===== config.mk =====
export PLATFORM = sky130hd
export DESIGN_NAME = evdev_to_hid_keyboard_report_top_flat
export DESIGN_NICKNAME = d
export VERILOG_FILES = /design/src/hw/rtl/evkbd_pkg.sv /design/src/hw/rtl/evkbd_if.sv /design/src/hw/rtl/evkbd_to_hid_keyboard_report_top.sv /design/src/hw/rtl/evkbd_front.sv /design/src/hw/rtl/evkbd_fifo.sv /design/src/hw/rtl/evkbd_back.sv /design/src/flat_wrapper.sv
export SDC_FILE = /design/constraint.sdc
export NUM_CORES = 1
export LEC_CHECK = 0
export ABC_AREA = 1
export BUFFER_PORTS_ARGS = -buffer_cell sky130_fd_sc_hd__buf_2
export CAP_MARGIN = 20
export CORE_MARGIN = 2
export CORE_UTILIZATION = 28
export DETAILED_ROUTE_END_ITERATION = 7
export SLEW_MARGIN = 10
export SYNTH_ARGS = -nofsm -noshare
export SYNTH_HDL_FRONTEND = slang
export SYNTH_HIERARCHICAL = 1
export SYNTH_MEMORY_MAX_BITS = 65536
export SYNTH_SLANG_ARGS = --single-unit

===== constraint.sdc =====
create_clock -name clk -period 6.5 [get_ports clk]
set_input_delay 0.975 -clock clk [delete_from_list [all_inputs] [get_ports clk]]
set_output_delay 0.975 -clock clk [all_outputs]
set_load 0.01 [all_outputs]

===== src/hw/rtl/evkbd_pkg.sv =====
// Shared types, constants and the key code map for the key event to HID
// keyboard report converter. No dependencies.
package evkbd_pkg;

  // Input and output field widths
  localparam int CODE_W  = 10;
  localparam int VALUE_W = 2;
  localparam int USAGE_W = 8;
  localparam int ENTRY_W = 16;

  // Map size and report shape
  localparam int MAP_ENTRIES = 256;
  localparam int MAP_IDX_W   = $clog2(MAP_ENTRIES);
  localparam int OUT_SLOTS   = 6;

  // Command queue between the classifier and the report engine
  localparam int QUEUE_DEPTH = 4;
  localparam int QPTR_W      = $clog2(QUEUE_DEPTH);

  // Key value codes
  localparam logic [VALUE_W-1:0] KEY_RELEASE = 2'd0;
  localparam logic [VALUE_W-1:0] KEY_PRESS   = 2'd1;

  // Map entry encoding: low byte usage, high byte modifier bit
  localparam logic [ENTRY_W-1:0] MOD_FIELD_MASK = 16'hFF00;
  localparam logic [ENTRY_W-1:0] M_LCTRL  = 16'h0100;
  localparam logic [ENTRY_W-1:0] M_LSHIFT = 16'h0200;
  localparam logic [ENTRY_W-1:0] M_LALT   = 16'h0400;
  localparam logic [ENTRY_W-1:0] M_LGUI   = 16'h0800;
  localparam logic [ENTRY_W-1:0] M_RCTRL  = 16'h1000;
  localparam logic [ENTRY_W-1:0] M_RSHIFT = 16'h2000;
  localparam logic [ENTRY_W-1:0] M_RALT   = 16'h4000;
  localparam logic [ENTRY_W-1:0] M_RGUI   = 16'h8000;

  // Classified key event handed from front to back
  typedef struct packed {
    logic               is_mod;  // data is a modifier bit mask
    logic               press;   // set on press, clear on release
    logic [USAGE_W-1:0] data;    // usage or modifier mask
  } evkbd_cmd_t;

  // Key code to HID usage or modifier map; zero means unmapped
  function automatic logic [ENTRY_W-1:0] evkbd_map_lookup(input logic [MAP_IDX_W-1:0] code);
    logic [ENTRY_W-1:0] e;
    case (code)
      8'd1:   e = 16'h0029;
      8'd2:   e = 16'h001e;
      8'd3:   e = 16'h001f;
      8'd4:   e = 16'h0020;
      8'd5:   e = 16'h0021;
      8'd6:   e = 16'h0022;
      8'd7:   e = 16'h0023;
      8'd8:   e = 16'h0024;
      8'd9:   e = 16'h0025;
      8'd10:  e = 16'h0026;
      8'd11:  e = 16'h0027;
      8'd12:  e = 16'h002D;
      8'd13:  e = 16'h002E;
      8'd14:  e = 16'h002A;
      8'd15:  e = 16'h002B;
      8'd16:  e = 16'h0014;
      8'd17:  e = 16'h001a;
      8'd18:  e = 16'h0008;
      8'd19:  e = 16'h0015;
      8'd20:  e = 16'h0017;
      8'd21:  e = 16'h001c;
      8'd22:  e = 16'h0018;
      8'd23:  e = 16'h000c;
      8'd24:  e = 16'h0012;
      8'd25:  e = 16'h0013;
      8'd26:  e = 16'h002F;
      8'd27:  e = 16'h0030;
      8'd28:  e = 16'h0028;
      8'd29:  e = M_LCTRL;
      8'd30:  e = 16'h0004;
      8'd31:  e = 16'h0016;
      8'd32:  e = 16'h0007;
      8'd33:  e = 16'h0009;
      8'd34:  e = 16'h000a;
      8'd35:  e = 16'h000b;
      8'd36:  e = 16'h000d;
      8'd37:  e = 16'h000e;
      8'd38:  e = 16'h000f;
      8'd39:  e = 16'h0033;
      8'd40:  e = 16'h0034;
      8'd41:  e = 16'h0035;
      8'd42:  e = M_LSHIFT;
      8'd43:  e = 16'h0031;
      8'd44:  e = 16'h001d;
      8'd45:  e = 16'h001b;
      8'd46:  e = 16'h0006;
      8'd47:  e = 16'h0019;
      8'd48:  e = 16'h0005;
      8'd49:  e = 16'h0011;
      8'd50:  e = 16'h0010;
      8'd51:  e = 16'h0036;
      8'd52:  e = 16'h0037;
      8'd53:  e = 16'h0038;
      8'd54:  e = M_RSHIFT;
      8'd55:  e = 16'h0055;
      8'd56:  e = M_LALT;
      8'd57:  e = 16'h002C;
      8'd58:  e = 16'h0039;
      8'd59:  e = 16'h003a;
      8'd60:  e = 16'h003b;
      8'd61:  e = 16'h003c;
      8'd62:  e = 16'h003d;
      8'd63:  e = 16'h003e;
      8'd64:  e = 16'h003f;
      8'd65:  e = 16'h0040;
      8'd66:  e = 16'h0041;
      8'd67:  e = 16'h0042;
      8'd68:  e = 16'h0043;
      8'd69:  e = 16'h0053;
      8'd70:  e = 16'h0047;
      8'd71:  e = 16'h005F;
      8'd72:  e = 16'h0060;
      8'd73:  e = 16'h0061;
      8'd74:  e = 16'h0056;
      8'd75:  e = 16'h005C;
      8'd76:  e = 16'h005D;
      8'd77:  e = 16'h005E;
      8'd78:  e = 16'h0057;
      8'd79:  e = 16'h0059;
      8'd80:  e = 16'h005A;
      8'd81:  e = 16'h005B;
      8'd82:  e = 16'h0062;
      8'd83:  e = 16'h0063;
      8'd87:  e = 16'h0044;
      8'd88:  e = 16'h0045;
      8'd96:  e = 16'h0028;
      8'd97:  e = M_RCTRL;
      8'd98:  e = 16'h0054;
      8'd100: e = M_RALT;
      8'd102: e = 16'h004A;
      8'd103: e = 16'h0052;
      8'd104: e = 16'h004B;
      8'd105: e = 16'h0050;
      8'd106: e = 16'h004F;
      8'd107: e = 16'h004D;
      8'd108: e = 16'h0051;
      8'd109: e = 16'h004E;
      8'd110: e = 16'h0049;
      8'd111: e = 16'h004C;
      8'd117: e = 16'h0067;
      8'd119: e = 16'h0048;
      8'd125: e = M_LGUI;
      8'd126: e = M_RGUI;
      8'd127: e = 16'h0065;
      8'd210: e = 16'h0046;
      default: e = '0;
    endcase
    return e;
  endfunction

endpackage


===== src/hw/rtl/evkbd_if.sv =====
// Valid/ready channel interfaces for key events and keyboard reports.
// Depends on evkbd_pkg.
interface evkbd_in_if;
  import evkbd_pkg::*;
  logic                 valid;
  logic                 ready;
  logic [CODE_W-1:0]    key_code;
  logic [VALUE_W-1:0]   key_value;

  modport source (output valid, output key_code, output key_value, input ready);
  modport sink   (input valid, input key_code, input key_value, output ready);
endinterface

interface evkbd_out_if;
  import evkbd_pkg::*;
  logic                 valid;
  logic                 ready;
  logic [USAGE_W-1:0]   modifier_bits;
  logic [USAGE_W-1:0]   slot_zero;
  logic [USAGE_W-1:0]   slot_one;
  logic [USAGE_W-1:0]   slot_two;
  logic [USAGE_W-1:0]   slot_three;
  logic [USAGE_W-1:0]   slot_four;
  logic [USAGE_W-1:0]   slot_five;

  modport source (output valid, output modifier_bits, output slot_zero, output slot_one,
                  output slot_two, output slot_three, output slot_four, output slot_five,
                  input ready);
  modport sink   (input valid, input modifier_bits, input slot_zero, input slot_one,
                  input slot_two, input slot_three, input slot_four, input slot_five,
                  output ready);
endinterface


===== src/hw/rtl/evkbd_to_hid_keyboard_report_top.sv =====
// Top level of the key event to HID boot keyboard report converter.
// Depends on evkbd_pkg, evkbd_if, evkbd_front, evkbd_fifo and evkbd_back.
//
// Usage:
//   in_chan takes one key event per beat: a 10-bit key code and a 2-bit
//   value (0 release, 1 press, 2 autorepeat). out_chan delivers one
//   keyboard report per kept event: the modifier byte and six key slots,
//   packed in press order, zero where empty.
//   Events with a code past the map, an unmapped code or a value other
//   than press or release are consumed and give no report.
//   A report passes through the command queue and the output register
//   after its event is accepted, and is held until out_chan takes it.
//   in_chan takes one event per clock while the queue is not full.
//   A four-entry command queue sits between the classifier and the report
//   engine; when out_chan stalls, the queue fills and in_chan.ready drops
//   once it is full. Nothing is lost while the receiver stalls.
//   Reset clears the modifier byte, all key slots, the queue and the
//   output valid flag.
module evdev_to_hid_keyboard_report_top
  import evkbd_pkg::*;
#(
  parameter int SLOT_COUNT = 6
) (
  input  logic        clk,
  input  logic        rst_n,
  evkbd_in_if.sink    in_chan,
  evkbd_out_if.source out_chan
);

  logic       front_valid;
  logic       front_ready;
  evkbd_cmd_t front_cmd;
  logic       back_valid;
  logic       back_ready;
  evkbd_cmd_t back_cmd;

  // Classify incoming events
  evkbd_front u_front (
    .in_chan   (in_chan),
    .cmd_valid (front_valid),
    .cmd_ready (front_ready),
    .cmd       (front_cmd)
  );

  // Decouple front and back
  evkbd_fifo u_fifo (
    .clk        (clk),
    .rst_n      (rst_n),
    .push_valid (front_valid),
    .push_ready (front_ready),
    .push_cmd   (front_cmd),
    .pop_valid  (back_valid),
    .pop_ready  (back_ready),
    .pop_cmd    (back_cmd)
  );

  // Update key state and emit reports
  evkbd_back #(
    .SLOT_COUNT (SLOT_COUNT)
  ) u_back (
    .clk       (clk),
    .rst_n     (rst_n),
    .cmd_valid (back_valid),
    .cmd_ready (back_ready),
    .cmd       (back_cmd),
    .out_chan  (out_chan)
  );

endmodule


===== src/hw/rtl/evkbd_front.sv =====
// Front end: accepts key events, looks up the key map and classifies them.
// Depends on evkbd_pkg and evkbd_in_if.
module evkbd_front
  import evkbd_pkg::*;
(
  evkbd_in_if.sink         in_chan,
  output logic             cmd_valid,
  input  logic             cmd_ready,
  output evkbd_cmd_t       cmd
);

  logic [ENTRY_W-1:0] entry;
  logic               in_range;
  logic               keep;

  // Look up the code; codes past the map are dropped
  assign in_range = (in_chan.key_code[CODE_W-1:MAP_IDX_W] == '0);
  assign entry    = evkbd_map_lookup(in_chan.key_code[MAP_IDX_W-1:0]);

  // Keep only mapped press and release events
  assign keep = in_range && (entry != '0)
              && ((in_chan.key_value == KEY_RELEASE) || (in_chan.key_value == KEY_PRESS));

  // Build the command for the report engine
  always_comb begin
    cmd.is_mod = ((entry & MOD_FIELD_MASK) != '0);
    cmd.press  = (in_chan.key_value == KEY_PRESS);
    cmd.data   = cmd.is_mod ? entry[ENTRY_W-1:USAGE_W] : entry[USAGE_W-1:0];
  end

  // Dropped events are consumed whenever the queue could take a beat
  assign cmd_valid     = in_chan.valid && keep;
  assign in_chan.ready = cmd_ready;

endmodule


===== src/hw/rtl/evkbd_fifo.sv =====
// Short command queue between the classifier and the report engine.
// Depends on evkbd_pkg.
module evkbd_fifo
  import evkbd_pkg::*;
(
  input  logic       clk,
  input  logic       rst_n,
  input  logic       push_valid,
  output logic       push_ready,
  input  evkbd_cmd_t push_cmd,
  output logic       pop_valid,
  input  logic       pop_ready,
  output evkbd_cmd_t pop_cmd
);

  evkbd_cmd_t        entries_r [QUEUE_DEPTH];
  logic [QPTR_W-1:0] wr_ptr_r;
  logic [QPTR_W-1:0] rd_ptr_r;
  logic [QPTR_W:0]   count_r;
  logic              push;
  logic              pop;

  assign push_ready = (count_r != (QPTR_W+1)'(QUEUE_DEPTH));
  assign pop_valid  = (count_r != '0);
  assign pop_cmd    = entries_r[rd_ptr_r];
  assign push       = push_valid && push_ready;
  assign pop        = pop_valid && pop_ready;

  // Store the incoming beat
  always_ff @(posedge clk) begin
    if (push) begin
      entries_r[wr_ptr_r] <= push_cmd;
    end
  end

  // Advance pointers and occupancy
  always_ff @(posedge clk) begin
    if (!rst_n) begin
      wr_ptr_r <= '0;
      rd_ptr_r <= '0;
      count_r  <= '0;
    end else begin
      if (push) begin
        wr_ptr_r <= wr_ptr_r + QPTR_W'(1);
      end
      if (pop) begin
        rd_ptr_r <= rd_ptr_r + QPTR_W'(1);
      end
      if (push && !pop) begin
        count_r <= count_r + (QPTR_W+1)'(1);
      end else if (pop && !push) begin
        count_r <= count_r - (QPTR_W+1)'(1);
      end
    end
  end

endmodule


===== src/hw/rtl/evkbd_back.sv =====
// Back end: applies commands to the modifier byte and key slots and
// registers the report. Depends on evkbd_pkg and evkbd_out_if.
module evkbd_back
  import evkbd_pkg::*;
#(
  parameter int SLOT_COUNT = 6
) (
  input  logic        clk,
  input  logic        rst_n,
  input  logic        cmd_valid,
  output logic        cmd_ready,
  input  evkbd_cmd_t  cmd,
  evkbd_out_if.source out_chan
);

  logic [USAGE_W-1:0]    mod_r;
  logic [USAGE_W-1:0]    mod_nxt;
  logic [USAGE_W-1:0]    slots_r   [SLOT_COUNT];
  logic [USAGE_W-1:0]    slots_nxt [SLOT_COUNT];
  logic [USAGE_W-1:0]    slot_up   [SLOT_COUNT];
  logic [USAGE_W-1:0]    view      [OUT_SLOTS];
  logic [SLOT_COUNT-1:0] hit;
  logic [SLOT_COUNT-1:0] hit_pre;
  logic [SLOT_COUNT-1:0] free;
  logic [SLOT_COUNT-1:0] first_free;
  logic                  out_valid_r;
  logic [USAGE_W-1:0]    out_mod_r;
  logic [USAGE_W-1:0]    out_slot_r [OUT_SLOTS];
  logic                  pop;

  // Take a command whenever the output register is free or being drained
  assign cmd_ready = !out_valid_r || out_chan.ready;
  assign pop       = cmd_valid && cmd_ready;

  // Compare the usage against every slot; slots are always packed
  always_comb begin
    for (int i = 0; i < SLOT_COUNT; i++) begin
      hit[i]  = (slots_r[i] == cmd.data);
      free[i] = (slots_r[i] == '0);
    end
    hit_pre[0] = hit[0];
    for (int i = 1; i < SLOT_COUNT; i++) begin
      hit_pre[i] = hit_pre[i-1] | hit[i];
    end
  end

  // Neighbor views: first free slot and the slot above for compaction
  for (genvar g = 0; g < SLOT_COUNT; g++) begin : g_slot
    if (g == 0) begin : g_first
      assign first_free[g] = free[g];
    end else begin : g_rest
      assign first_free[g] = free[g] && !free[g-1];
    end
    if (g < SLOT_COUNT - 1) begin : g_up
      assign slot_up[g] = slots_r[g+1];
    end else begin : g_top
      assign slot_up[g] = '0;
    end
  end

  // Apply the command: modifier set or clear, key insert or remove
  always_comb begin
    mod_nxt = mod_r;
    for (int i = 0; i < SLOT_COUNT; i++) begin
      slots_nxt[i] = slots_r[i];
    end
    if (cmd.is_mod) begin
      mod_nxt = cmd.press ? (mod_r | cmd.data) : (mod_r & ~cmd.data);
    end else if (cmd.press) begin
      if (hit == '0) begin
        for (int i = 0; i < SLOT_COUNT; i++) begin
          if (first_free[i]) begin
            slots_nxt[i] = cmd.data;
          end
        end
      end
    end else begin
      for (int i = 0; i < SLOT_COUNT; i++) begin
        if (hit_pre[i]) begin
          slots_nxt[i] = slot_up[i];
        end
      end
    end
  end

  // Report shows the first six slots, zero past the slot count
  for (genvar k = 0; k < OUT_SLOTS; k++) begin : g_view
    if (k < SLOT_COUNT) begin : g_shown
      assign view[k] = slots_nxt[k];
    end else begin : g_blank
      assign view[k] = '0;
    end
  end

  // Hold key state
  always_ff @(posedge clk) begin
    if (!rst_n) begin
      mod_r <= '0;
      for (int i = 0; i < SLOT_COUNT; i++) begin
        slots_r[i] <= '0;
      end
    end else if (pop) begin
      mod_r <= mod_nxt;
      for (int i = 0; i < SLOT_COUNT; i++) begin
        slots_r[i] <= slots_nxt[i];
      end
    end
  end

  // Output register valid
  always_ff @(posedge clk) begin
    if (!rst_n) begin
      out_valid_r <= 1'b0;
    end else if (pop) begin
      out_valid_r <= 1'b1;
    end else if (out_chan.ready) begin
      out_valid_r <= 1'b0;
    end
  end

  // Output register payload
  always_ff @(posedge clk) begin
    if (pop) begin
      out_mod_r <= mod_nxt;
      for (int k = 0; k < OUT_SLOTS; k++) begin
        out_slot_r[k] <= view[k];
      end
    end
  end

  assign out_chan.valid         = out_valid_r;
  assign out_chan.modifier_bits = out_mod_r;
  assign out_chan.slot_zero     = out_slot_r[0];
  assign out_chan.slot_one      = out_slot_r[1];
  assign out_chan.slot_two      = out_slot_r[2];
  assign out_chan.slot_three    = out_slot_r[3];
  assign out_chan.slot_four     = out_slot_r[4];
  assign out_chan.slot_five     = out_slot_r[5];

endmodule


===== src/flat_wrapper.sv =====
// flat-port wrapper written by rule: the top's interface ports become plain ports
module evdev_to_hid_keyboard_report_top_flat import evkbd_pkg::*;
#(
  parameter int SLOT_COUNT = 6
)
  (clk, rst_n, in_chan_valid, in_chan_key_code, in_chan_key_value, in_chan_ready, out_chan_valid, out_chan_modifier_bits, out_chan_slot_zero, out_chan_slot_one, out_chan_slot_two, out_chan_slot_three, out_chan_slot_four, out_chan_slot_five, out_chan_ready);
  evkbd_in_if in_chan_i ();
  evkbd_out_if out_chan_i ();
  input  logic clk;
  input  logic rst_n;
  input wire logic [$bits(in_chan_i.valid)-1:0] in_chan_valid;
  input wire logic [$bits(in_chan_i.key_code)-1:0] in_chan_key_code;
  input wire logic [$bits(in_chan_i.key_value)-1:0] in_chan_key_value;
  output wire logic [$bits(in_chan_i.ready)-1:0] in_chan_ready;
  output wire logic [$bits(out_chan_i.valid)-1:0] out_chan_valid;
  output wire logic [$bits(out_chan_i.modifier_bits)-1:0] out_chan_modifier_bits;
  output wire logic [$bits(out_chan_i.slot_zero)-1:0] out_chan_slot_zero;
  output wire logic [$bits(out_chan_i.slot_one)-1:0] out_chan_slot_one;
  output wire logic [$bits(out_chan_i.slot_two)-1:0] out_chan_slot_two;
  output wire logic [$bits(out_chan_i.slot_three)-1:0] out_chan_slot_three;
  output wire logic [$bits(out_chan_i.slot_four)-1:0] out_chan_slot_four;
  output wire logic [$bits(out_chan_i.slot_five)-1:0] out_chan_slot_five;
  input wire logic [$bits(out_chan_i.ready)-1:0] out_chan_ready;
  assign in_chan_i.valid = in_chan_valid;
  assign in_chan_i.key_code = in_chan_key_code;
  assign in_chan_i.key_value = in_chan_key_value;
  assign in_chan_ready = in_chan_i.ready;
  assign out_chan_valid = out_chan_i.valid;
  assign out_chan_modifier_bits = out_chan_i.modifier_bits;
  assign out_chan_slot_zero = out_chan_i.slot_zero;
  assign out_chan_slot_one = out_chan_i.slot_one;
  assign out_chan_slot_two = out_chan_i.slot_two;
  assign out_chan_slot_three = out_chan_i.slot_three;
  assign out_chan_slot_four = out_chan_i.slot_four;
  assign out_chan_slot_five = out_chan_i.slot_five;
  assign out_chan_i.ready = out_chan_ready;
  evdev_to_hid_keyboard_report_top #(.SLOT_COUNT(SLOT_COUNT)) u_core (.clk(clk), .rst_n(rst_n), .in_chan(in_chan_i), .out_chan(out_chan_i));
endmodule

* Word-level counts from Yosys, hierarchy flattened *
Memories as Yosys holds them, arrays and structs flattened. A register that Yosys moved wholly into a read port is not among the register bits.
Cells that the tools add are included.

cells by class
  eq/ne operators = 8
  add/subtract/negate cells = 4
  reduce and logical (&&, ||, !) cells = 36
  mux-type cells = 37
  bitwise logic cells = 14

operator list
  operator                                                                number
  8-bit 2-to-1 mux                                                        21
  48-bit 2-to-1 mux                                                       3
  8-bit equality test                                                     6
  8-bit logical NOT                                                       6
  16-bit nonzero test                                                     2
  1-bit logical AND                                                       12
  1-bit OR                                                                11
  1-bit 2-to-1 mux                                                        9
  8-bit bitwise AND                                                       1
  1-bit logical NOT                                                       8
  8-bit NOT                                                               1
  8-bit OR                                                                1
  6-bit logical NOT                                                       1
  3-bit 2-to-1 mux                                                        2
  2-bit by 1-bit adder with 2-bit output (second input constant)          2
  2-bit logical NOT                                                       2
  2-bit 2-to-1 mux                                                        2
  2-bit nonzero test                                                      2
  3-bit by 1-bit adder with 3-bit output (second input constant)          1
  3-bit inequality test (second input constant)                           1
  3-bit nonzero test                                                      1
  3-bit by 1-bit subtractor with 3-bit output (second input constant)     1
  2-bit by 1-bit equality test with 1-bit output (second input constant)  1
  1-bit logical OR                                                        2

word-level totals
  memory bits (writable) = 136
  memory bits (read-only) = 3840
  register bits after elaboration = 24
  word-level logic and storage cells = 109
  output and inout port bits = 58
  memories = 4

memory list
  memory                    words  width  rd ports  clocked after memory_dff  wr ports  RTL line          RTL
  (no name shown)           256    15     1         0                         0         evkbd_pkg.sv:45   case (code)
  u_core.u_back.out_slot_r  6      8      6         0                         6         evkbd_back.sv:28  logic [USAGE_W-1:0] out_slot_r [OUT_SLOTS];
  u_core.u_back.slots_r     6      8      6         0                         6         evkbd_back.sv:18  logic [USAGE_W-1:0] slots_r [SLOT_COUNT];
  u_core.u_fifo.entries_r   4      10     1         1                         1         evkbd_fifo.sv:16  evkbd_cmd_t entries_r [QUEUE_DEPTH];

* Depth between registers and ports, before layout *
Gate-level depths: netlist (run 1).
An unclocked memory read counts as a cell.

  word-level depth = 11
  depth in mapped cells = 25
  mapped depth without buffers = 25

* Hierarchy *
The synthesis (run 1) kept the hierarchy.

by module, submodules not included
  module       instances  area an instance (um^2)  cells each
  evkbd_back   1          7464.7                   1057
  evkbd_fifo   1          1989.4                   165
  evkbd_front  1          1659.1                   342

* Worst setup path before layout (run 1) *
OpenSTA, ideal clock, no wires.

  path kind = input to register
  start point = input port in_chan_key_code[1]
  end point = register u_core.u_fifo.count_r[2]
  stages = 24
  slack = 2914 ps
  arrival time = 3473 ps
  library setup time = 113 ps
  required time = 6387 ps
  cells stage by stage = buf_2 -> inv_1 -> ha_1 -> nand2_2 -> inv_2 -> nor2_1 -> a21oi_1 -> nand2_1 -> nand2_1 -> nand2_1 -> a21oi_2 -> nor2_1 -> a21oi_1 -> nand2_4 -> inv_2 -> ha_1 -> inv_1 -> fa_1 -> inv_1 -> nand2_1 -> nand3_1 -> nand2_1 -> nand2_1 -> nor2_1

on the way
  cells in the longest elaborated chain, start to end = 9
  elaborated cells on any way between the ends = 11

ends and longest elaborated chain
  element                       RTL line                                RTL
  from (decl)                   flat_wrapper.sv:12                      input wire logic [$bits(in_chan_i.key_code)-1:0] in_chan_key_code;
  memory 256 x 15 bit (*)       -
  16-bit nonzero test (*)       evkbd_front.sv:21                       assign keep = in_range && (entry != '0)
  1-bit logical AND (*)         evkbd_front.sv:21
  1-bit logical AND (*)         evkbd_front.sv:22                       && ((in_chan.key_value == KEY_RELEASE) || (in_chan.key_value == KEY_PRESS));
  1-bit logical AND (*)         evkbd_front.sv:32                       assign cmd_valid = in_chan.valid && keep;
  via u_core.front_valid        evkbd_to_hid_keyboard_report_top.sv:30  logic front_valid;
  1-bit logical AND (*)         evkbd_fifo.sv:26                        assign push = push_valid && push_ready;
  via u_core.u_fifo.push        evkbd_fifo.sv:20                        logic push;
  1-bit logical NOT             evkbd_fifo.sv:51                        end else if (pop && !push) begin
  1-bit logical AND             evkbd_fifo.sv:51
  2-bit nonzero test (no line)  -
  to (signal assigned)          evkbd_fifo.sv:50                        count_r <= count_r + (QPTR_W+1)'(1);
  to (signal assigned)          evkbd_fifo.sv:52                        count_r <= count_r - (QPTR_W+1)'(1);
  to (decl)                     evkbd_fifo.sv:19                        logic [QPTR_W:0] count_r;

Mark *: on every way through the listed nets, which the timed path passes. The rest lies on a longest branch.
A chain may end at the register's enable or synchronous reset.

==> reports/qor.tcl, run 1 <==
set qor(run_status) {completed}
set qor(worstSetupEndpointType) {register}
set qor(clkSlewWorstSetupHoldPaths_ns) 0.07
set qor(post_synth_edffs) 144
set qor(area.sequential_um2) 4680
set qor(synth_top_area_share_pct) 38.9
set qor(total_switching_power_mw) 2.88
set qor(min_period_ns) 4.50
set qor(synth_warnings) 6
set qor(critical_path.startpoint_type) {register}
set qor(r2r_slack_ns) 2.00
set qor(worst-endpoint-arrival_ns) 4.80
set qor(chip_width_um) 203
set qor(cts_buffers) 17
set qor(yosys.area_share.adder_pct) 1.64
set qor(io-pin-count) 74
set qor(worst_clock_skew_ns) 0.0126
set qor(globalRouteTotalUtil_pct) 15.8
set qor(clock_insertion_delay_worst_skew_ns) 0.44
set qor(max-slew-margin-rel_pct) 23.9
set qor(pwr_density_cell_nw_per_um2) 494
set qor(maxClockFrequency_ghz) 0.222
set qor(syn_inst) 1564
set qor(cts_root_buf) {sky130_fd_sc_hd__clkbuf_16}
set qor(synthXorXnorAreaFrac_pct) 1.81
set qor(yosys.area_share.simple_pct) 37.0
set qor(fillCellCount) 4244
set qor(global_route.overflow_total) 0
set qor(synth.avg_cell_area_um2) 7.11
set qor(layout-drive-gt1-share_pct) 11.3
set qor(grt_setup_unrepaired) {false}
set qor(yosys-mux-area-fraction_pct) 0
set qor(drt-met1-wl_mm) 15.2
set qor(ir_worst_vdd_mv) 0.227
set qor(port_buffer_count) 73
set qor(ys_top_cells_by_count) {545 x sky130_fd_sc_hd__nand2_1, 183 x sky130_fd_sc_hd__nand3_1, 179 x sky130_fd_sc_hd__inv_1}
set qor(power_frac_clock_pct) 16.5
set qor(final_count_of_hold_timing_violations) 0
set qor(hold_path.startpoint) {u_core/u_back/mod_r[4]}
set qor(met2_wirelength_mm) 15.1
set qor(swShare_pct) 47.0
set qor(number_of_buffers_on_the_longest_clock_path) 2
set qor(crit_family) {simple AND/OR/NAND/NOR gates}
set qor(ys_ff_latch) 162
set qor(antenna_violating_nets_post_route) 0
set qor(critPathBufInv) 4
set qor(wire_per_inst_um) 15.4
set qor(start_util_pct) 28.6
set qor(sequential_cell_area_fraction_in_the_yosys_report_pct) 42.2
set qor(async_s_r_ff_share_synth_pct) 0
set qor(combined_area_of_all_synthesized_cells_um2) 11100
set qor(worst_hold_path.endpoint) {u_core/u_back/mod_r[4]}
set qor(worstRegToRegCells) 19
set qor(instance_count_along_the_most_critical_hold_path) 2
set qor(route.top_layer_used) {met4}
set qor(final_cell_count_no_fill) 2128
set qor(finalSetupTns_ns) 0
set qor(critical_path.cell_chain) {inv_1 -> o21ai_0 -> o22ai_1 -> buf_4 -> inv_1 -> nand2_1 -> nand2_1 -> inv_1 -> nand2_1 -> nor2_1 -> nand2_1 -> nand2_4 -> nor2_8 -> nand2_8 -> nor2_4 -> nand3_1 -> nand2_1 -> nand2_1 -> nor2_1}
set qor(total_leakage_power_nw) 5.88
set qor(synth_top_area_cell) {sky130_fd_sc_hd__edfxtp_1}
set qor(timing.final.crit_share_pct) 69.3
set qor(worstMarginPinSlew_ns) 1.14
set qor(antenna_found_initial) 0
set qor(synth-compound-area-share_pct) 6.67
set qor(cts.repair.resized) 0
set qor(post_cts.repair.setup_buffers) 0
set qor(cellInternalPower_mw) 3.25
set qor(worst_path_most_repeated_cell) {sky130_fd_sc_hd__nand2_1}
set qor(post-place-cells) 2095
set qor(drt_iter0_markers) 995
set qor(finalSetupViolations) 0
set qor(route.final.wire_length_mm) 32.8
set qor(cap_violations) 0
set qor(critical_path_class) {register to register}
set qor(seqPwrFrac_pct) 33.1
set qor(tritoncts_num_sinks) 162
set qor(grt_max_degree) 57
set qor(multiInputGateArea_um2) 5260
set qor(post-route-drc-count) 0
set qor(post_synth_num_cell_types) 39
set qor(cts.hold.buffers_added) 0
set qor(netlist_top_cells_area) {sky130_fd_sc_hd__edfxtp_1 39%, sky130_fd_sc_hd__nand2_1 18%, sky130_fd_sc_hd__nand3_1 8.2%}
set qor(slew_violations) 0
set qor(dominant_combinational_cell_family_by_area_after_synthesis) {simple AND/OR/NAND/NOR gates}
set qor(dp_hpwl_mm) 22.6
set qor(cts_tree) {done}
set qor(synthToLayoutAreaGrowth_pct) 11.5
set qor(crit_path_max_fanout) 43
set qor(n_antenna_cell) 0
set qor(critical-path-slowest-cell) {sky130_fd_sc_hd__dfxtp_1}
set qor(first_global_vias) 9675
set qor(core_region_area_um2) 38900
set qor(postSynthNetCount) 1594
set qor(grt_first_pass_wirelength_mm) 52.1
set qor(dieHeight_um) 203
set qor(dr_total_vias) 10245
set qor(synth_flop_cell) {sky130_fd_sc_hd__edfxtp_1}
set qor(viasPerCell) 4.81
set qor(holdCritPathClass) {register to register}
set qor(htree_levels) 4
set qor(worstPathRequired_ns) 6.79
set qor(final_net_count) 1627
set qor(comb_power_share_pct) 50.4
set qor(synth.most_common_cell) {sky130_fd_sc_hd__nand2_1}
set qor(drt_pass1_iterations) 6
set qor(row_count) 72
set qor(route.met3.wl_mm) 1.83
set qor(gp_congestion) 0.934
set qor(max_stage_delay_ns) 0.73
set qor(reg2reg_to) {u_core/u_back/slots_r[0][6]}
set qor(fp.dieArea_um2) 41300
## stage by stage
stage / cell area [um2] / hold slack (ns) / total power, mW / setup WS [ns] / utilization, %
5_1_grt: 12400 / 0.517 / 6.65 / 1.45 / 31.9
2_1_floorplan: 11100 / 0.448 / 4.17 / 2.91 / -
4_1_cts: 12400 / 0.485 / 6.14 / 2.09 / 31.8
3_5_place_dp: 11800 / 0.469 / 5.11 / 2.11 / 30.3
3_3_place_gp: 11800 / 0.458 / 5.08 / 2.16 / 30.3
6_report: 12400 / 0.482 / 6.13 / 2.00 / 31.9
## power groups by stage
stage,combinational (mW),clock (mW),sequential [mW]
2_1_floorplan,2.15,0,2.02
3_3_place_gp,3.03,0,2.05
3_5_place_dp,3.07,0,2.04
4_1_cts,3.08,1.03,2.03
5_1_grt,3.50,1.07,2.07
6_report,3.08,1.01,2.03
## metal layers
metal,up-vias,track usage (%)
met1,4811,21.7
met3,42,2.51
met2,345,25.6
li1,5047,-
met5,-,0
met4,0,5.01
## cells in the final DEF, fill, tap and decap left out, types with 18 or more instances in the layout
cell / Yosys / layout
sky130_fd_sc_hd__clkbuf_16: 0 / 19
sky130_fd_sc_hd__edfxtp_1: 144 / 144
sky130_fd_sc_hd__nand3_1: 183 / 183
sky130_fd_sc_hd__nand2_1: 545 / 543
sky130_fd_sc_hd__o21ai_0: 80 / 80
sky130_fd_sc_hd__buf_2: 16 / 73
sky130_fd_sc_hd__a21oi_1: 33 / 33
sky130_fd_sc_hd__nor2_1: 169 / 169
sky130_fd_sc_hd__inv_1: 179 / 178
sky130_fd_sc_hd__dfxtp_1: 18 / 18
## kinds of logic after synthesis
group           count (synthesis)
compound gates                141
xor+xnor                       23
fa+ha+maj                      14
buf+inv                       266
flops                         162
simple gates                  958
## flip-flops by register name (all words and copies together), names as in the netlist, named ones only
signal	count
u_core/u_back/mod_r	8
u_core/u_back/out_chan.modifier_bits	8
u_core/u_back/out_chan.valid	1
u_core/u_back/out_slot_r	48
u_core/u_back/slots_r	48
u_core/u_fifo/count_r	3
u_core/u_fifo/entries_r	40
u_core/u_fifo/rd_ptr_r	2
u_core/u_fifo/wr_ptr_r	2
## layout make-up
class	instances	area share (%)
repair buffers	87	3.90
clock buffers	22	4.09
well taps	518	5.23
inverters	193	5.90
clock inverters	10	0.686
multi-input cells	1136	42.4
flip-flops and latches	162	37.8
## worst max path at each step
stage	startpoint	to	slack [ns]	depth (start not counted)
4_1_cts	register	u_core/u_back/slots_r[0][4]	2.09	17
3_3_place_gp	in_chan_key_code[3]	u_core/u_fifo/entries_r[0][5]	2.16	13
3_5_place_dp	register	u_core/u_back/slots_r[0][4]	2.11	17
5_1_grt	register	u_core/u_back/slots_r[0][7]	1.45	19
6_report	register	u_core/u_back/slots_r[0][6]	2.00	19
2_1_floorplan	in_chan_key_code[1]	u_core/u_fifo/count_r[2]	2.91	24
## worst register-to-register path, cell delays in order, from the launching register on
cell and delay (ns):
sky130_fd_sc_hd__dfxtp_1 0.73, sky130_fd_sc_hd__inv_1 0.44, sky130_fd_sc_hd__o21ai_0 0.28, sky130_fd_sc_hd__o22ai_1 0.09, sky130_fd_sc_hd__buf_4 0.21, sky130_fd_sc_hd__inv_1 0.26
sky130_fd_sc_hd__nand2_1 0.08, sky130_fd_sc_hd__nand2_1 0.07, sky130_fd_sc_hd__inv_1 0.04, sky130_fd_sc_hd__nand2_1 0.06, sky130_fd_sc_hd__nor2_1 0.04, sky130_fd_sc_hd__nand2_1 0.28
sky130_fd_sc_hd__nand2_4 0.22, sky130_fd_sc_hd__nor2_8 0.57, sky130_fd_sc_hd__nand2_8 0.34, sky130_fd_sc_hd__nor2_4 0.30, sky130_fd_sc_hd__nand3_1 0.10, sky130_fd_sc_hd__nand2_1 0.09
sky130_fd_sc_hd__nand2_1 0.07, sky130_fd_sc_hd__nor2_1 0.09
Power figures use the tool's default switching activity.
==> run 2: changes to the inputs <==
--- a/config.mk
+++ b/config.mk
@@ -5,7 +5,7 @@
 export SDC_FILE = /design/constraint.sdc
 export NUM_CORES = 1
 export LEC_CHECK = 0
-export ABC_AREA = 1
+export ABC_AREA = 0
 export BUFFER_PORTS_ARGS = -buffer_cell sky130_fd_sc_hd__buf_2
 export CAP_MARGIN = 20
 export CORE_MARGIN = 2
==> constraint.sdc (replaced) <==
create_clock -name clk -period 4.7 [get_ports clk]
set_input_delay 0.705 -clock clk [delete_from_list [all_inputs] [get_ports clk]]
set_output_delay 0.705 -clock clk [all_outputs]
set_load 0.01 [all_outputs]
==> run 2 against run 1 <==
  * Worst hold slack improved by 0.030 ns
  * Final cell count down 35%
  * Core utilization is 0.86 points higher
  * Power increased by 12%
  * Sequential power rose by 35%
  * Critical path type unchanged
==> reports/qor.tcl, run 2 <==
set qor(synth.avg_cell_area_um2) 11.0 ;# +55%
set qor(grt_max_degree) 44 ;# -23%
set qor(synth_top_area_share_pct) 45.5 ;# +6.6 points
set qor(dr_total_vias) 7603 ;# -26%
set qor(slew_violations) 0 ;# unchanged
set qor(largest_registers) {u_core/u_back/out_slot_r x48, u_core/u_back/slots_r x48, u_core/u_fifo/entries_r x40}
set qor(multiInputGateArea_um2) 4400 ;# -16%
set qor(post_synth_edffs) 144 ;# unchanged
set qor(syn_inst) 862 ;# -45%
set qor(first_global_vias) 7141 ;# -26%
set qor(dominant_combinational_cell_family_by_area_after_synthesis) {compound AO/OA/AOI/OAI gates}
set qor(cts_buffers) 17 ;# unchanged
set qor(critical_path.startpoint_type) {register}
set qor(post-route-util_pct) 32.7 ;# +0.86 points
set qor(row_count) 67 ;# -6.9%
set qor(grt_use_met3_pct) 3.04 ;# +0.53 points
set qor(dp_slack_ns) 0.365 ;# -1.74 ns
set qor(dieHeight_um) 188 ;# -7.4%
set qor(yosys-mux-area-fraction_pct) 7.06 ;# +7.1 points
set qor(synth.most_common_cell) {sky130_fd_sc_hd__edfxtp_1}
set qor(worst-endpoint-arrival_ns) 4.16 ;# -0.64 ns
set qor(drt_pass1_iterations) 6 ;# unchanged
set qor(gp_congestion) 0.897 ;# -4.0%
set qor(start_util_pct) 28.4 ;# -0.14 points
set qor(critical_path_class) {register to register}
set qor(total_leakage_power_nw) 3.90 ;# -34%
set qor(worstMarginPinSlew_ns) 1.09 ;# -0.0505 ns
set qor(hold_ws_ns) 0.512 ;# +0.0298 ns
set qor(finalSetupViolations) 0 ;# unchanged
set qor(synth_flop_cell) {sky130_fd_sc_hd__edfxtp_1}
set qor(highest_count_cells_in_the_layout_ignoring_fill_and_taps) {144 x sky130_fd_sc_hd__edfxtp_1, 73 x sky130_fd_sc_hd__buf_2, 64 x sky130_fd_sc_hd__nand2_1}
set qor(clock_insertion_delay_worst_skew_ns) 0.45 ;# about the same
set qor(number_of_buffers_on_the_longest_clock_path) 2 ;# unchanged
set qor(ir_worst_vdd_mv) 0.330 ;# +45%
set qor(globalRouteMet1Util_pct) 20.2 ;# -1.5 points
set qor(htree_levels) 4 ;# unchanged
set qor(globalRouteTotalUtil_pct) 15.0 ;# -0.85 points
set qor(netlist_top_cells_area) {sky130_fd_sc_hd__edfxtp_1 45%, sky130_fd_sc_hd__xor2_1 3.9%, sky130_fd_sc_hd__dfxtp_1 3.8%}
set qor(antenna_violating_nets_post_route) 0 ;# unchanged
set qor(fp.dieArea_um2) 35400 ;# -14%
set qor(worst_clock_skew_ns) 0.0141 ;# +0.00151 ns
set qor(ys_ff_latch) 162 ;# unchanged
set qor(post-place-cells) 1352 ;# -35%
set qor(post_cts.repair.setup_buffers) 0 ;# unchanged
set qor(io-pin-count) 74 ;# unchanged
set qor(cts_tree) {done}
set qor(final_cell_count_no_fill) 1384 ;# -35%
set qor(crit_path_max_fanout) 14 ;# -67%
set qor(clkSlewWorstSetupHoldPaths_ns) 0.07 ;# about the same
set qor(post_synth_num_cell_types) 81 ;# +110%
set qor(viasPerCell) 5.49 ;# +14%
set qor(yosys.area_share.adder_pct) 1.92 ;# +0.28 points
set qor(global_route.overflow_total) 0 ;# unchanged
set qor(core_region_area_um2) 33400 ;# -14%
set qor(chip_width_um) 188 ;# -7.4%
set qor(tritoncts_num_sinks) 162 ;# unchanged
set qor(cap_violations) 0 ;# unchanged
set qor(finalSetupTns_ns) 0 ;# unchanged
set qor(yosys.area_share.simple_pct) 13.3 ;# -24 points
set qor(n_antenna_cell) 0 ;# unchanged
set qor(dp_hpwl_mm) 18.4 ;# -19%
set qor(worstPathRequired_ns) 4.88 ;# -1.91 ns
set qor(globalRoute.busiestLayer) {met2}
set qor(area.sequential_um2) 4680 ;# unchanged
set qor(standard_cell_area_after_detailed_placement_um2) 10300 ;# -12%
set qor(layout-drive-gt1-share_pct) 18.4 ;# +7.1 points
set qor(cts.hold.buffers_added) 0 ;# unchanged
set qor(most_common_cell_after_layout_fill_and_taps_aside) {sky130_fd_sc_hd__edfxtp_1}
set qor(worstSetupEndpointType) {register}
set qor(holdCritPathClass) {register to register}
set qor(global_route.usage.met2_pct) 23.5 ;# -2.1 points
set qor(postSynthNetCount) 892 ;# -44%
set qor(post-route-drc-count) 0 ;# unchanged
set qor(antenna_found_initial) 1 ;# +1
set qor(maxClockFrequency_ghz) 0.252 ;# +13%
set qor(min_period_ns) 3.97 ;# -0.529 ns
set qor(combined_area_of_all_synthesized_cells_um2) 9510 ;# -14%
set qor(fillCellCount) 3343 ;# -21%
set qor(synth_top_area_cell) {sky130_fd_sc_hd__edfxtp_1}
set qor(pwr_density_cell_nw_per_um2) 629 ;# +27%
set qor(grt_first_pass_wirelength_mm) 41.5 ;# -20%
set qor(final_net_count) 953 ;# -41%
set qor(final_critical_path_setup_slack_ns) 0.727 ;# -1.27 ns
set qor(synth_warnings) 6 ;# unchanged
set qor(synthXorXnorAreaFrac_pct) 4.98 ;# +3.2 points
set qor(route.final.wire_length_mm) 26.5 ;# -19%
set qor(synthToLayoutAreaGrowth_pct) 15.1
set qor(total_power_mw) 6.88 ;# +12%
set qor(port_buffer_count) 73 ;# unchanged
set qor(async_s_r_ff_share_synth_pct) 0 ;# unchanged
set qor(cts_root_buf) {sky130_fd_sc_hd__clkbuf_16}
set qor(timing.final.crit_share_pct) 84.5 ;# +15 points
set qor(ys_top_cells_by_count) {144 x sky130_fd_sc_hd__edfxtp_1, 64 x sky130_fd_sc_hd__nand2_1, 57 x sky130_fd_sc_hd__a21oi_1}
set qor(run_status) {completed}
set qor(wire_per_inst_um) 19.1 ;# +24%
set qor(sequential_cell_area_fraction_in_the_yosys_report_pct) 49.3 ;# +7.1 points
set qor(synth-compound-area-share_pct) 19.0 ;# +12 points
set qor(post-route-cell-area_um2) 10900 ;# -12%
set qor(drt_iter0_markers) 1079 ;# +8.4%
set qor(final_count_of_hold_timing_violations) 0 ;# unchanged
set qor(max-slew-margin-rel_pct) 26.9 ;# +3.0 points
set qor(cts.repair.resized) 0 ;# unchanged
set qor(grt_setup_unrepaired) {false}
run 2: cell count changes after synthesis, moves of 19 or more:
cell	before	now
sky130_fd_sc_hd__nand2_1	545	64
sky130_fd_sc_hd__nand2b_1	0	20
sky130_fd_sc_hd__nor2_1	169	40
sky130_fd_sc_hd__o21ai_0	80	35
sky130_fd_sc_hd__a21oi_1	33	57
sky130_fd_sc_hd__o22ai_1	10	29
sky130_fd_sc_hd__nor4_1	0	26
sky130_fd_sc_hd__mux2i_1	0	34
sky130_fd_sc_hd__nand3_1	183	13
sky130_fd_sc_hd__xor2_1	13	42
sky130_fd_sc_hd__nor2b_1	0	20
sky130_fd_sc_hd__a211oi_1	0	31
sky130_fd_sc_hd__inv_1	179	20
run 2: logic make-up after synthesis:
family	count (synthesis)
buffers and inverters	84
adders and majority gates	14
and+or+nand+nor	238
DFF	162
AOI/OAI and AO/OA	259
muxes	51
xor gates and xnor gates	54
run 2: area by class of cell:
cell class / count / area share [%]
Sequential cell: 162 / 42.8
Multi-Input combinational cell: 616 / 40.2
Timing Repair Buffer: 105 / 5.65
Tap cell: 448 / 5.12
Clock buffer: 20 / 4.08
Clock inverter: 12 / 1.44
Inverter: 21 / 0.720
run 2: final timing paths:
check	from	to	slack, ns	depth (start not counted)
min	u_core/u_fifo/wr_ptr_r[0]	u_core/u_fifo/wr_ptr_r[0]	0.51	2
max reg2reg	register	u_core/u_back/out_slot_r[1][5]	0.73	10
min reg2reg	u_core/u_fifo/wr_ptr_r[0]	u_core/u_fifo/wr_ptr_r[0]	0.51	2
max	register	u_core/u_back/out_slot_r[1][5]	0.73	10
run 2: worst max-delay path, cell delays in order, from the launching register on:
cell                      delay, ns
sky130_fd_sc_hd__dfxtp_1       0.66
sky130_fd_sc_hd__mux4_2        0.82
sky130_fd_sc_hd__xor2_1        0.23
sky130_fd_sc_hd__nor4_1        0.08
sky130_fd_sc_hd__buf_4         0.14
sky130_fd_sc_hd__a22o_1        0.38
sky130_fd_sc_hd__nor4_4        0.52
sky130_fd_sc_hd__buf_4         0.27
sky130_fd_sc_hd__a31oi_1       0.11
sky130_fd_sc_hd__buf_4         0.23
sky130_fd_sc_hd__a22o_1        0.27
run 2: report_power, final:
part	internal, mW	total, mW	switching [mW]
Sequential	2.31	2.75	0.441
Clock	0.850	1.43	0.580
Combinational	0.984	2.70	1.72
Total	4.15	6.88	2.74
run 2: metal layers:
layer	part of all wire (%)	wire length, um
met5	0	0
met2	47	12400
met1	43	11500
met3	7.0	1860
met4	3.0	784
